[config.mk]
export PLATFORM = sky130hd
export DESIGN_NAME = ffra_rem_unit
export DESIGN_NICKNAME = d
export VERILOG_FILES = /design/src/design/ffra_pkg.sv /design/src/design/ffra_rem_unit.sv
export SDC_FILE = /design/constraint.sdc
export NUM_CORES = 1
export LEC_CHECK = 0
export BUFFER_PORTS_ARGS = -buffer_cell sky130_fd_sc_hd__buf_2
export CAP_MARGIN = 40
export CORE_UTILIZATION = 30
export CTS_BUF_LIST = sky130_fd_sc_hd__clkbuf_16
export DETAILED_ROUTE_END_ITERATION = 10
export PLACE_DENSITY = 0.6
export SLEW_MARGIN = 20
export SYNTH_ARGS = -nofsm -noshare
export SYNTH_HDL_FRONTEND = slang
export SYNTH_SLANG_ARGS = --single-unit
[constraint.sdc]
create_clock -name clock -period 8.6 [get_ports clock]
set_clock_uncertainty 0.2 [all_clocks]
set_input_delay 0.86 -clock clock [delete_from_list [all_inputs] [get_ports clock]]
set_output_delay 0.86 -clock clock [all_outputs]
set_load 0.1 [all_outputs]
[src/design/ffra_pkg.sv]
// ----------------------------------------------------------------------------
// ffra_pkg
// Shared constants, codes and types for the first-fit range allocator.
// ----------------------------------------------------------------------------
`default_nettype none

package ffra_pkg;

   localparam int FREE_ENTRIES = 16;
   localparam int USED_ENTRIES = 16;
   localparam int ADDR_BITS    = 48;
   localparam int GRAN_BITS    = 31;
   localparam int MAX_ENTRIES  = (FREE_ENTRIES > USED_ENTRIES) ? FREE_ENTRIES : USED_ENTRIES;
   localparam int IDX_W        = $clog2(MAX_ENTRIES);
   localparam int CNT_W        = IDX_W + 1;
   localparam int DIV_CNT_W    = $clog2(ADDR_BITS + 1);

   // request codes
   localparam logic [1:0] REQ_ALLOC = 2'd0;
   localparam logic [1:0] REQ_FREE  = 2'd1;
   localparam logic [1:0] REQ_INIT  = 2'd2;

   // status codes
   localparam logic [2:0] ST_OK       = 3'd0;
   localparam logic [2:0] ST_EMPTY    = 3'd1;
   localparam logic [2:0] ST_NOFIT    = 3'd2;
   localparam logic [2:0] ST_NOTALLOC = 3'd3;
   localparam logic [2:0] ST_FULL     = 3'd4;

   // register indexes
   localparam logic CSR_POOL_SIZE    = 1'b0;
   localparam logic CSR_GRANULE_SIZE = 1'b1;

   typedef struct packed {
      logic [ADDR_BITS-1:0] start;
      logic [ADDR_BITS-1:0] length;
   } range_type;

   // one update of a range table per cycle
   typedef struct packed {
      logic             wr_en;
      logic             ins_en;
      logic [IDX_W-1:0] wr_idx;
      range_type        wr_data;
      logic             drop_en;
      logic [IDX_W-1:0] drop_idx;
   } table_op_type;

   typedef enum logic [8:0] {
      S_IDLE   = 9'b000000001,
      S_ROUND  = 9'b000000010,
      S_ASCAN  = 9'b000000100,
      S_ACOMMIT= 9'b000001000,
      S_USCAN  = 9'b000010000,
      S_FSCAN  = 9'b000100000,
      S_FDECIDE= 9'b001000000,
      S_FMERGE = 9'b010000000,
      S_DONE   = 9'b100000000
   } state_type;

endpackage

`default_nettype wire

[src/design/ffra_rem_unit.sv]
// ----------------------------------------------------------------------------
// ffra_rem_unit
// Bit-serial restoring divider that returns the remainder of size / granule,
// one dividend bit per cycle.
// ----------------------------------------------------------------------------
`default_nettype none

module ffra_rem_unit
   import ffra_pkg::*;
(
   input  wire logic                 clock,
   input  wire logic                 reset,
   input  wire logic                 start,
   input  wire logic [ADDR_BITS-1:0] dividend,
   input  wire logic [GRAN_BITS-1:0] divisor,
   output logic                      done,
   output logic [GRAN_BITS-1:0]      remainder
);

   logic [ADDR_BITS-1:0] shift_ff, shift_in;
   logic [GRAN_BITS-1:0] rem_ff, rem_in;
   logic [DIV_CNT_W-1:0] cnt_ff, cnt_in;
   logic                 busy_ff, busy_in;
   logic                 done_ff, done_in;
   logic [GRAN_BITS:0]   trial;

   // shift one dividend bit into the partial remainder, subtract if it fits
   always_comb begin
      trial    = {rem_ff, shift_ff[ADDR_BITS-1]};
      shift_in = shift_ff;
      rem_in   = rem_ff;
      cnt_in   = cnt_ff;
      busy_in  = busy_ff;
      done_in  = 1'b0;
      if (start) begin
         shift_in = dividend;
         rem_in   = '0;
         cnt_in   = DIV_CNT_W'(ADDR_BITS);
         busy_in  = 1'b1;
      end else if (busy_ff) begin
         shift_in = {shift_ff[ADDR_BITS-2:0], 1'b0};
         if (trial >= {1'b0, divisor}) begin
            rem_in = GRAN_BITS'(trial - {1'b0, divisor});
         end else begin
            rem_in = trial[GRAN_BITS-1:0];
         end
         cnt_in = cnt_ff - 1'b1;
         if (cnt_ff == DIV_CNT_W'(1)) begin
            busy_in = 1'b0;
            done_in = 1'b1;
         end
      end
   end

   always_ff @(posedge clock) begin
      if (reset) begin
         busy_ff <= 1'b0;
         done_ff <= 1'b0;
         cnt_ff  <= '0;
      end else begin
         busy_ff <= busy_in;
         done_ff <= done_in;
         cnt_ff  <= cnt_in;
      end
      shift_ff <= shift_in;
      rem_ff   <= rem_in;
   end

   assign done      = done_ff;
   assign remainder = rem_ff;

endmodule

`default_nettype wire

---- Word level (Yosys, flattened, before mapping) ----
Index checks and enable logic that the tools add are counted.
word-level totals
  bits in registers ....................... 87
  bits in latches ......................... 0
  memory bits (writable) .................. 0
  ROM bits ................................ 0
  output and inout bits ................... 32
  logic and storage cells ................. 23
  memories ................................ 0
cells by class
  $add $sub $neg .......................... 2
  multipliers ............................. 0
  div/mod/pow operators ................... 0
  $lt $le $gt $ge ......................... 1
  equality and inequality tests ........... 1
  shifts and indexed selects .............. 0
  muxes and demuxes ....................... 9
  bitwise logic cells ..................... 1
  reduce and logical (&&, ||, !) cells .... 3
operators by type and width
  operator                                          count
  two-way mux 48 bit                                2
  >= comparator 32 x 31 -> 1 bit                    1
  two-way mux 31 bit                                1
  subtractor 31 bit                                 1
  two-way mux 6 bit                                 2
  == test 6 x 1 -> 1 bit, second input constant     1
  subtractor 6 x 1 -> 6 bit, second input constant  1
  two-way mux 1 bit                                 4
  OR reduction 3 bit                                1
  nonzero test 2 bit                                1
  OR reduction 2 bit                                1
  inverter 1 bit                                    1

---- Logic depth before layout (Yosys ltp) ----
Gate-level depths: netlist (run 1).
  depth in word-level cells ............... 4
  mapped depth ............................ 14
  depth with buffers taken out ............ 12

---- Worst setup path before layout (run 1) ----
No wires, ideal clock.
  kind .................................... register -> register
  from .................................... register rem_ff[0] (netlist: remainder[0])
  to ...................................... register rem_ff[30] (netlist: remainder[30])
  library setup time ...................... 0.079 ns
  arrival ................................. 3.317 ns
  data required time ...................... 8.321 ns
  setup slack ............................. 5.004 ns
  stages on the path, launching flop included .. 12
  period minus slack after synthesis ...... 3.596 ns
  path through ............................ dfxtp_1 > inv_1 > fa_1 > nand2b_1 > a21o_1 > a211oi_2 > nor3_1 > o41ai_2 > a21oi_1 > o41ai_2 > mux2_1 > o211ai_1
between the ends
  word-level cells in the longest chain between the ends .. 2
RTL lines
  what                                                                 RTL line                                  RTL
  start: declaration                                                   ffra_rem_unit.sv:21                       logic [GRAN_BITS-1:0] rem_ff, rem_in;
  start signal: assignment                                             ffra_rem_unit.sv:66                       rem_ff <= rem_in;
  subtractor 31 bit or >= comparator 32 x 31 -> 1 bit (tied branches)  ffra_rem_unit.sv:43, ffra_rem_unit.sv:42
  two-way mux 31 bit (*)                                               ffra_rem_unit.sv:42                       if (trial >= {1'b0, divisor}) begin
Every way passes the cells marked *; elsewhere a longest branch is shown, timed or not.
A chain may end at the register's enable or synchronous reset.

---- Final worst setup path (run 1) ----
  from .................................... input port divisor[0]
  to ...................................... register rem_ff[30] (netlist: remainder[30])
between the ends
  word-level cells in the longest chain between the ends .. 2
RTL lines
  what                                                                 RTL line                                  RTL
  start: declaration                                                   ffra_rem_unit.sv:15                       input wire logic [GRAN_BITS-1:0] divisor,
  subtractor 31 bit or >= comparator 32 x 31 -> 1 bit (tied branches)  ffra_rem_unit.sv:43, ffra_rem_unit.sv:42
  two-way mux 31 bit (*)                                               ffra_rem_unit.sv:42
Marks and branches as above.

==> flow_summary_export.csv, run 1 <==
group,metric,value,unit
layout,regArea,2220,um2
setup_path,start_kind,"primary input",
logic_synthesis,synth_warnings,0,
pwr,p_clk_frac,0.323,
clocking,cts_tree,"done",
timing,worst_slack,5.03,ns
detailed_routing,drt_iter0_markers,206,
die,initial_core_util,0.306,
die,rows,49,
logic_synthesis,yosysUniqueCellTypes,61,
clocking,clockRootBuffer,"clkbuf_16",
timing,hold_violations,0,
clocking,cts_made_buffers,9,
layout,fill_cells,1852,
pwr,swShare,0.341,
detailed_routing,first_pass_iters,4,
logic_synthesis,synth_ff_type,"edfxtp_1",
status,outcome,"completed",
logic_synthesis,synthSimpleGateAreaFrac,0.125,
placed_design,place_ws,4.66,ns
placed_design,port_buffers,113,
worst_hold_path,hp-start,"remainder[4]",
pwr,p_int,0.844,mW
timing,max_freq,0.280,GHz
detailed_routing,drc_errors,0,
logic_synthesis,synth_area,5520,um2
detailed_routing,viasPerCell,4.86,
placed_design,place_hpwl,9730,um
logic_synthesis,synth_xor_area_frac,0.0476,
timing,finalMaxSlewViolations,0,
logic_synthesis,ys_ff_latch,87,
global_route,globalRoute.totalOverflow,0,
setup_path,crit_chain,"buf_2 -> ha_1 -> fa_1 -> nand2b_1 -> a21o_1 -> a211oi_2 -> o31a_1 -> o31ai_2 -> o211ai_4 -> buf_4 -> nand3_1 -> mux2_1 -> o211ai_1",
timing,setup_viol,0,
logic_synthesis,synth_top_cell_area_share,0.261,
clocking,htreeDepth,3,
setup_path,startpoint,"divisor[0]",
global_route,grt_max_degree,62,
detailed_routing,drtAntennaViolNets,0,
placed_design,dp.cells,884,
global_route,antenna_found_initial,3,
layout,layout.cells.non_filler,902,
clocking,cts_resized,0,
clocking,cts.sinks,87,
setup_path,slowest_stage,"buf_4",
layout,drive_above_1_share,0.293,
global_route,grt.total_usage,0.145,
setup_path,cp.required,8.67,ns
die,die_width,138,um
timing,fin_tns_setup,0,ns
setup_path,r2r_start,"shift_ff[47]",
logic_synthesis,syn_inst,569,
logic_synthesis,synth_top_family_by_area,"compound AO/OA/AOI/OAI gates",
setup_path,worst-path-max-fanout,48,
logic_synthesis,yosysSeqAreaShare,0.402,
worst_hold_path,hold_path_class,"reg2reg",
logic_synthesis,synth_area_leader_cell,"edfxtp_1",
setup_path,endpoint_kind,"register",
pwr,p_comb_frac,0.283,
pwr,p_per_area,193,nW/um2
logic_synthesis,synth-compound-area-share,0.169,
pwr,seqPwrFrac,0.394,
setup_path,max_stage_delay,0.52,ns
die,io_pins,114,
setup_path,critical_path_class,"in2reg",
die,die_area,19000,um2
logic_synthesis,synthAdderAreaFrac,0.0784,
job,cap_violations,0,
logic_synthesis,postSynthAreaPerCell,9.71,um2
logic_synthesis,yosys-top-cells-area,"edfxtp_1 26%, dfxtp_1 14%, mux2_2 9.6%, ha_1 7.5%, nand2_1 3.3%",
pwr,irDropWorstVdd,0.120,mV
clocking,clk_pin_slew,0.07,ns
detailed_routing,routed_wl,13100,um
detailed_routing,wl_per_cell,14.6,um
timing,period_minus_slack,3.57,ns
clocking,clockBufferDepth,2,
clocking,insertion_delay,0.34,ns
logic_synthesis,synthMuxAreaShare,0.125,
die,die_h,138,um
placed_design,gp_congestion,0.856,
layout,area_growth,20.2,%
layout,fin_nets,783,
layout,layout_commonest_cell,"buf_2",
layout,multi_input_area,3020,um2
pwr,power_leakage,2.87,nW
logic_synthesis,synthArstFlopShare,0,
logic_synthesis,synth-edff-count,48,
pwr,power.switching,0.437,mW
clocking,holdBufCountCts,0,
global_route,grt_pass1_wl,21100,um
timing,post-route-period-util,0.416,
detailed_routing,vias,4386,
layout,mostFrequentLayoutCells,"113 x buf_2, 48 x nand2_1, 48 x edfxtp_1",
timing,tightest_slew,0.625,ns
die,core,18000,um2
timing,grt_setup_unrepaired,"no",
logic_synthesis,synth_nets,685,
global_route,grt_pass1_vias,4283,
setup_path,crit_arrival,3.64,ns
timing,slew_headroom,0.584,
clocking,post_cts_buffers,0,
==> metrics by stage <==
stage	cell area (um2)	hold slack [ns]	util	power (mW)
floorplan	5520	0.269	-	0.798
global placement	6270	0.275	0.348	0.873
detailed placement	6320	0.284	0.350	0.877
CTS	6630	0.293	0.368	1.30
global route	6640	0.298	0.368	1.35
finish	6640	0.290	0.368	1.28
==> worst paths after layout <==
path                                 endpoint  slack [ns]  cells past startpoint
worst max register to register  remainder[30]        5.28                     13
worst min register to register   remainder[4]        0.29                      2
worst min-delay path             remainder[4]        0.29                      2
worst max-delay path            remainder[30]        5.03                     13
==> metal layers <==
metal  routed length [um]  share of wire  vias to the layer above  global-route usage
met5                   29         0.0022                        -                   0
met4                   99         0.0075                        4              0.0380
met3                 1110          0.084                       10              0.0592
met2                 5750           0.44                      119               0.223
met1                 6160           0.47                     1994               0.186
li1                     -              -                     2259                   -
==> layout make-up <==
type,count,share of cell area
Clock buffer,9,0.0339
Sequential cell,87,0.335
Inverter,40,0.0226
Clock inverter,7,0.0126
Multi-Input combinational cell,410,0.455
Tap cell,229,0.0432
Antenna cell,1,0.000377
Timing Repair Buffer,119,0.0974
==> synth_stat cells (all sizes together) (7+ instances only) <==
cell type / instances
nand2: 48
a21oi: 33
nand2b: 7
nand3: 16
o21ai: 27
xnor2: 20
nor3: 10
ha: 33
nor2: 44
mux2i: 15
edfxtp: 48
xor2: 10
dfxtp: 39
a21o: 16
a211oi: 18
inv: 40
mux2: 48
clkbuf: 26
==> state kept, by name (all words and copies together) (netlist names) <==
register / flops
remainder: 31
done: 1
busy_ff: 1
cnt_ff: 6
shift_ff: 48
==> power groups by stage <==
| stage | Sequential (mW) | Combinational, mW | Clock [mW] |
|---|---|---|---|
| after CTS | 0.505 | 0.365 | 0.431 |
| after global placement | 0.514 | 0.359 | 0 |
| after detailed placement | 0.514 | 0.363 | 0 |
| after global routing | 0.510 | 0.397 | 0.443 |
| after floorplan | 0.590 | 0.208 | 0 |
| final | 0.504 | 0.362 | 0.414 |
==> critical path: cells and delay by family <==
family,cells,cell delay (ns)
AO/OA/AOI/OAI,6,0.92
AND/OR/NAND/NOR,2,0.30
buffers and inverters,2,0.64
adder cells (fa/ha/maj),2,0.61
multiplexers,1,0.30
==> logic make-up (layout without fill, tap and decap cells) <==
| logic type | Yosys count | in the layout |
|---|---|---|
| muxes | 63 | 63 |
| DFF | 87 | 87 |
| AOI/OAI and AO/OA | 135 | 135 |
| and+or+nand+nor | 148 | 148 |
| buffers and inverters | 72 | 175 |
| adders and majority gates | 34 | 34 |
| xor gates and xnor gates | 30 | 30 |
| other | 0 | 1 |
Note: power is estimated with default switching activity, not from simulation.
==> run 2, diff against run 1 <==
- PLACE_DENSITY: 0.6 -> 0.62
- clock period: 8.6 -> 3.2 ns (I/O delays scaled with it)
==> flow_summary_export.csv, run 2 (same netlist as run 1, synthesis figures left out) <==
group,metric,value,unit
status,outcome,"completed",
global_route,grt_pass1_wl,21200,um
worst_hold_path,min_to,"busy_ff",
setup_path,startpoint,"shift_ff[47]",
timing,grt_setup_unrepaired,"yes",
setup_path,r2r_start,"shift_ff[47]",
layout,fill_cells,1861,
layout,fin_nets,797,
job,cap_violations,0,
clocking,htreeDepth,3,
timing,tightest_slew,0.579,ns
die,die_h,138,um
global_route,grt_pass1_vias,4368,
timing,max_freq,0.325,GHz
detailed_routing,vias,4501,
die,die_area,19000,um2
setup_path,max_stage_delay,0.36,ns
global_route,globalRoute.totalOverflow,0,
detailed_routing,drc_errors,0,
timing,hold_violations,0,
detailed_routing,routed_wl,13600,um
detailed_routing,drtAntennaViolNets,0,
timing,finalMaxSlewViolations,0,
layout,diodes,0,
detailed_routing,wl_met1,6140,um
setup_path,critical_path_class,"reg2reg",
timing,slew_headroom,0.612,
clocking,cts.sinks,87,
setup_path,start_kind,"register",
layout,mostFrequentLayoutCells,"113 x buf_2, 48 x nand2_1, 48 x edfxtp_1",
clocking,holdBufCountCts,0,
setup_path,r2r_slack,0.13,ns
clocking,clk_pin_slew,0.07,ns
pwr,irDropWorstVdd,0.350,mV
timing,period_minus_slack,3.07,ns
layout,drive_above_1_share,0.334,
setup_path,crit_chain,"inv_1 -> ha_1 -> fa_2 -> nand2b_1 -> a21o_1 -> a211oi_4 -> nor3_1 -> o41ai_2 -> a21oi_1 -> o41ai_2 -> mux2_1 -> o211ai_1",
detailed_routing,drt_iter0_markers,200,
clocking,insertion_delay,0.36,ns
setup_path,cp_common_cell,"o41ai_2",
layout,multi_input_area,3050,um2
clocking,clockBufferDepth,2,
placed_design,place_hpwl,10000,um
timing,post-route-period-util,0.960,
layout,area_growth,23.2,%
layout,utilization,0.377,
detailed_routing,top_layer,"met5",
global_route,grt.total_usage,0.146,
setup_path,worst-path-max-fanout,3,
timing,setup_viol,0,
setup_path,cp.required,3.28,ns
worst_hold_path,hp-start,"reset",
detailed_routing,wl_per_cell,14.9,um
worst_hold_path,hold_path_class,"in2reg",
clocking,cts_made_buffers,9,
clocking,clockRootBuffer,"clkbuf_16",
die,core,18000,um2
pwr,fin_total_pwr,3.53,mW
die,io_pins,114,
detailed_routing,dr_wl_met2,6080,um
layout,largest_reg_flops,48,
setup_path,r2r_end,"remainder[30]",
setup_path,r2r.worst_path.cells,12,
worst_hold_path,min_path_cells,2,
die,rows,49,
detailed_routing,first_pass_iters,4,
clocking,cts_tree,"done",
global_route,grt_max_degree,58,
layout,regArea,2250,um2
pwr,p_per_area,519,nW/um2
global_route,antenna_found_initial,2,
detailed_routing,viasPerCell,4.92,
setup_path,endpoint_kind,"register",
detailed_routing,dr_wl_met3,1190,um
setup_path,slowest_stage,"fa_2",
layout,layout_commonest_cell,"buf_2",
pwr,power_leakage,2.95,nW
layout,regMostFlops,"shift_ff",
placed_design,port_buffers,113,
placed_design,gp_congestion,0.898,
die,initial_core_util,0.306,
die,die_width,138,um
setup_path,crit_arrival,3.16,ns
run 2: metal layers:
metal	GRT usage	up-vias
li1	-	2281
met1	0.177	2088
met2	0.231	109
met3	0.0625	19
met4	0.0483	4
met5	0	-
run 2: worst max-delay path by stage:
stage / to / slack, ns / cells after the start
after floorplan: remainder[27] / 0.009 / 10
after global placement: remainder[30] / 0.07 / 12
after detailed placement: remainder[30] / 0.001 / 12
after CTS: remainder[30] / 0.04 / 12
after global routing: remainder[30] / -0.07 / 12
final: remainder[30] / 0.13 / 12
run 2: report_power, final:
| part | leakage, nW | internal [mW] | switching, mW |
|---|---|---|---|
| registers | 0.810 | 1.30 | 0.0603 |
| clock network | 0.157 | 0.631 | 0.512 |
| logic | 1.99 | 0.381 | 0.644 |
| total | 2.95 | 2.31 | 1.22 |
run 2: cell type report:
type | count | area share
Inverter | 40 | 0.0221
Clock inverter | 7 | 0.0132
Multi-Input combinational cell | 411 | 0.449
Sequential cell | 87 | 0.330
Clock buffer | 9 | 0.0331
Timing Repair Buffer | 132 | 0.111
Tap cell | 229 | 0.0421
run 2: per-stage QoR:
step           hold WS (ns)  area, um2  setup WS [ns]  cells  setup TNS (ns)
2_1_floorplan         0.269       5550        0.00858    569               0
3_3_place_gp          0.254       6410         0.0724    895               0
3_5_place_dp          0.258       6410        0.00137    895               0
4_1_cts              0.0263       6730         0.0398    911               0
5_1_grt              0.0483       6800        -0.0721    915         -0.0721
6_report             0.0371       6800          0.126    915               0
run 2: critical path, delay by kind of cell (launching register included):
kind            cells  cell delay, ns
compound gates      6            1.24
simple gates        2            0.26
buf+inv             1            0.04
flops               1            0.35
fa+ha+maj           2            0.56
mux                 1            0.35
run 2: repair_timing:
action                                  in CTS  in global routing
endpoints found under the setup margin       0                 24
resized for setup                            0                  6
buffers inserted                             0                  2
hold endpoints to repair                     0                  0
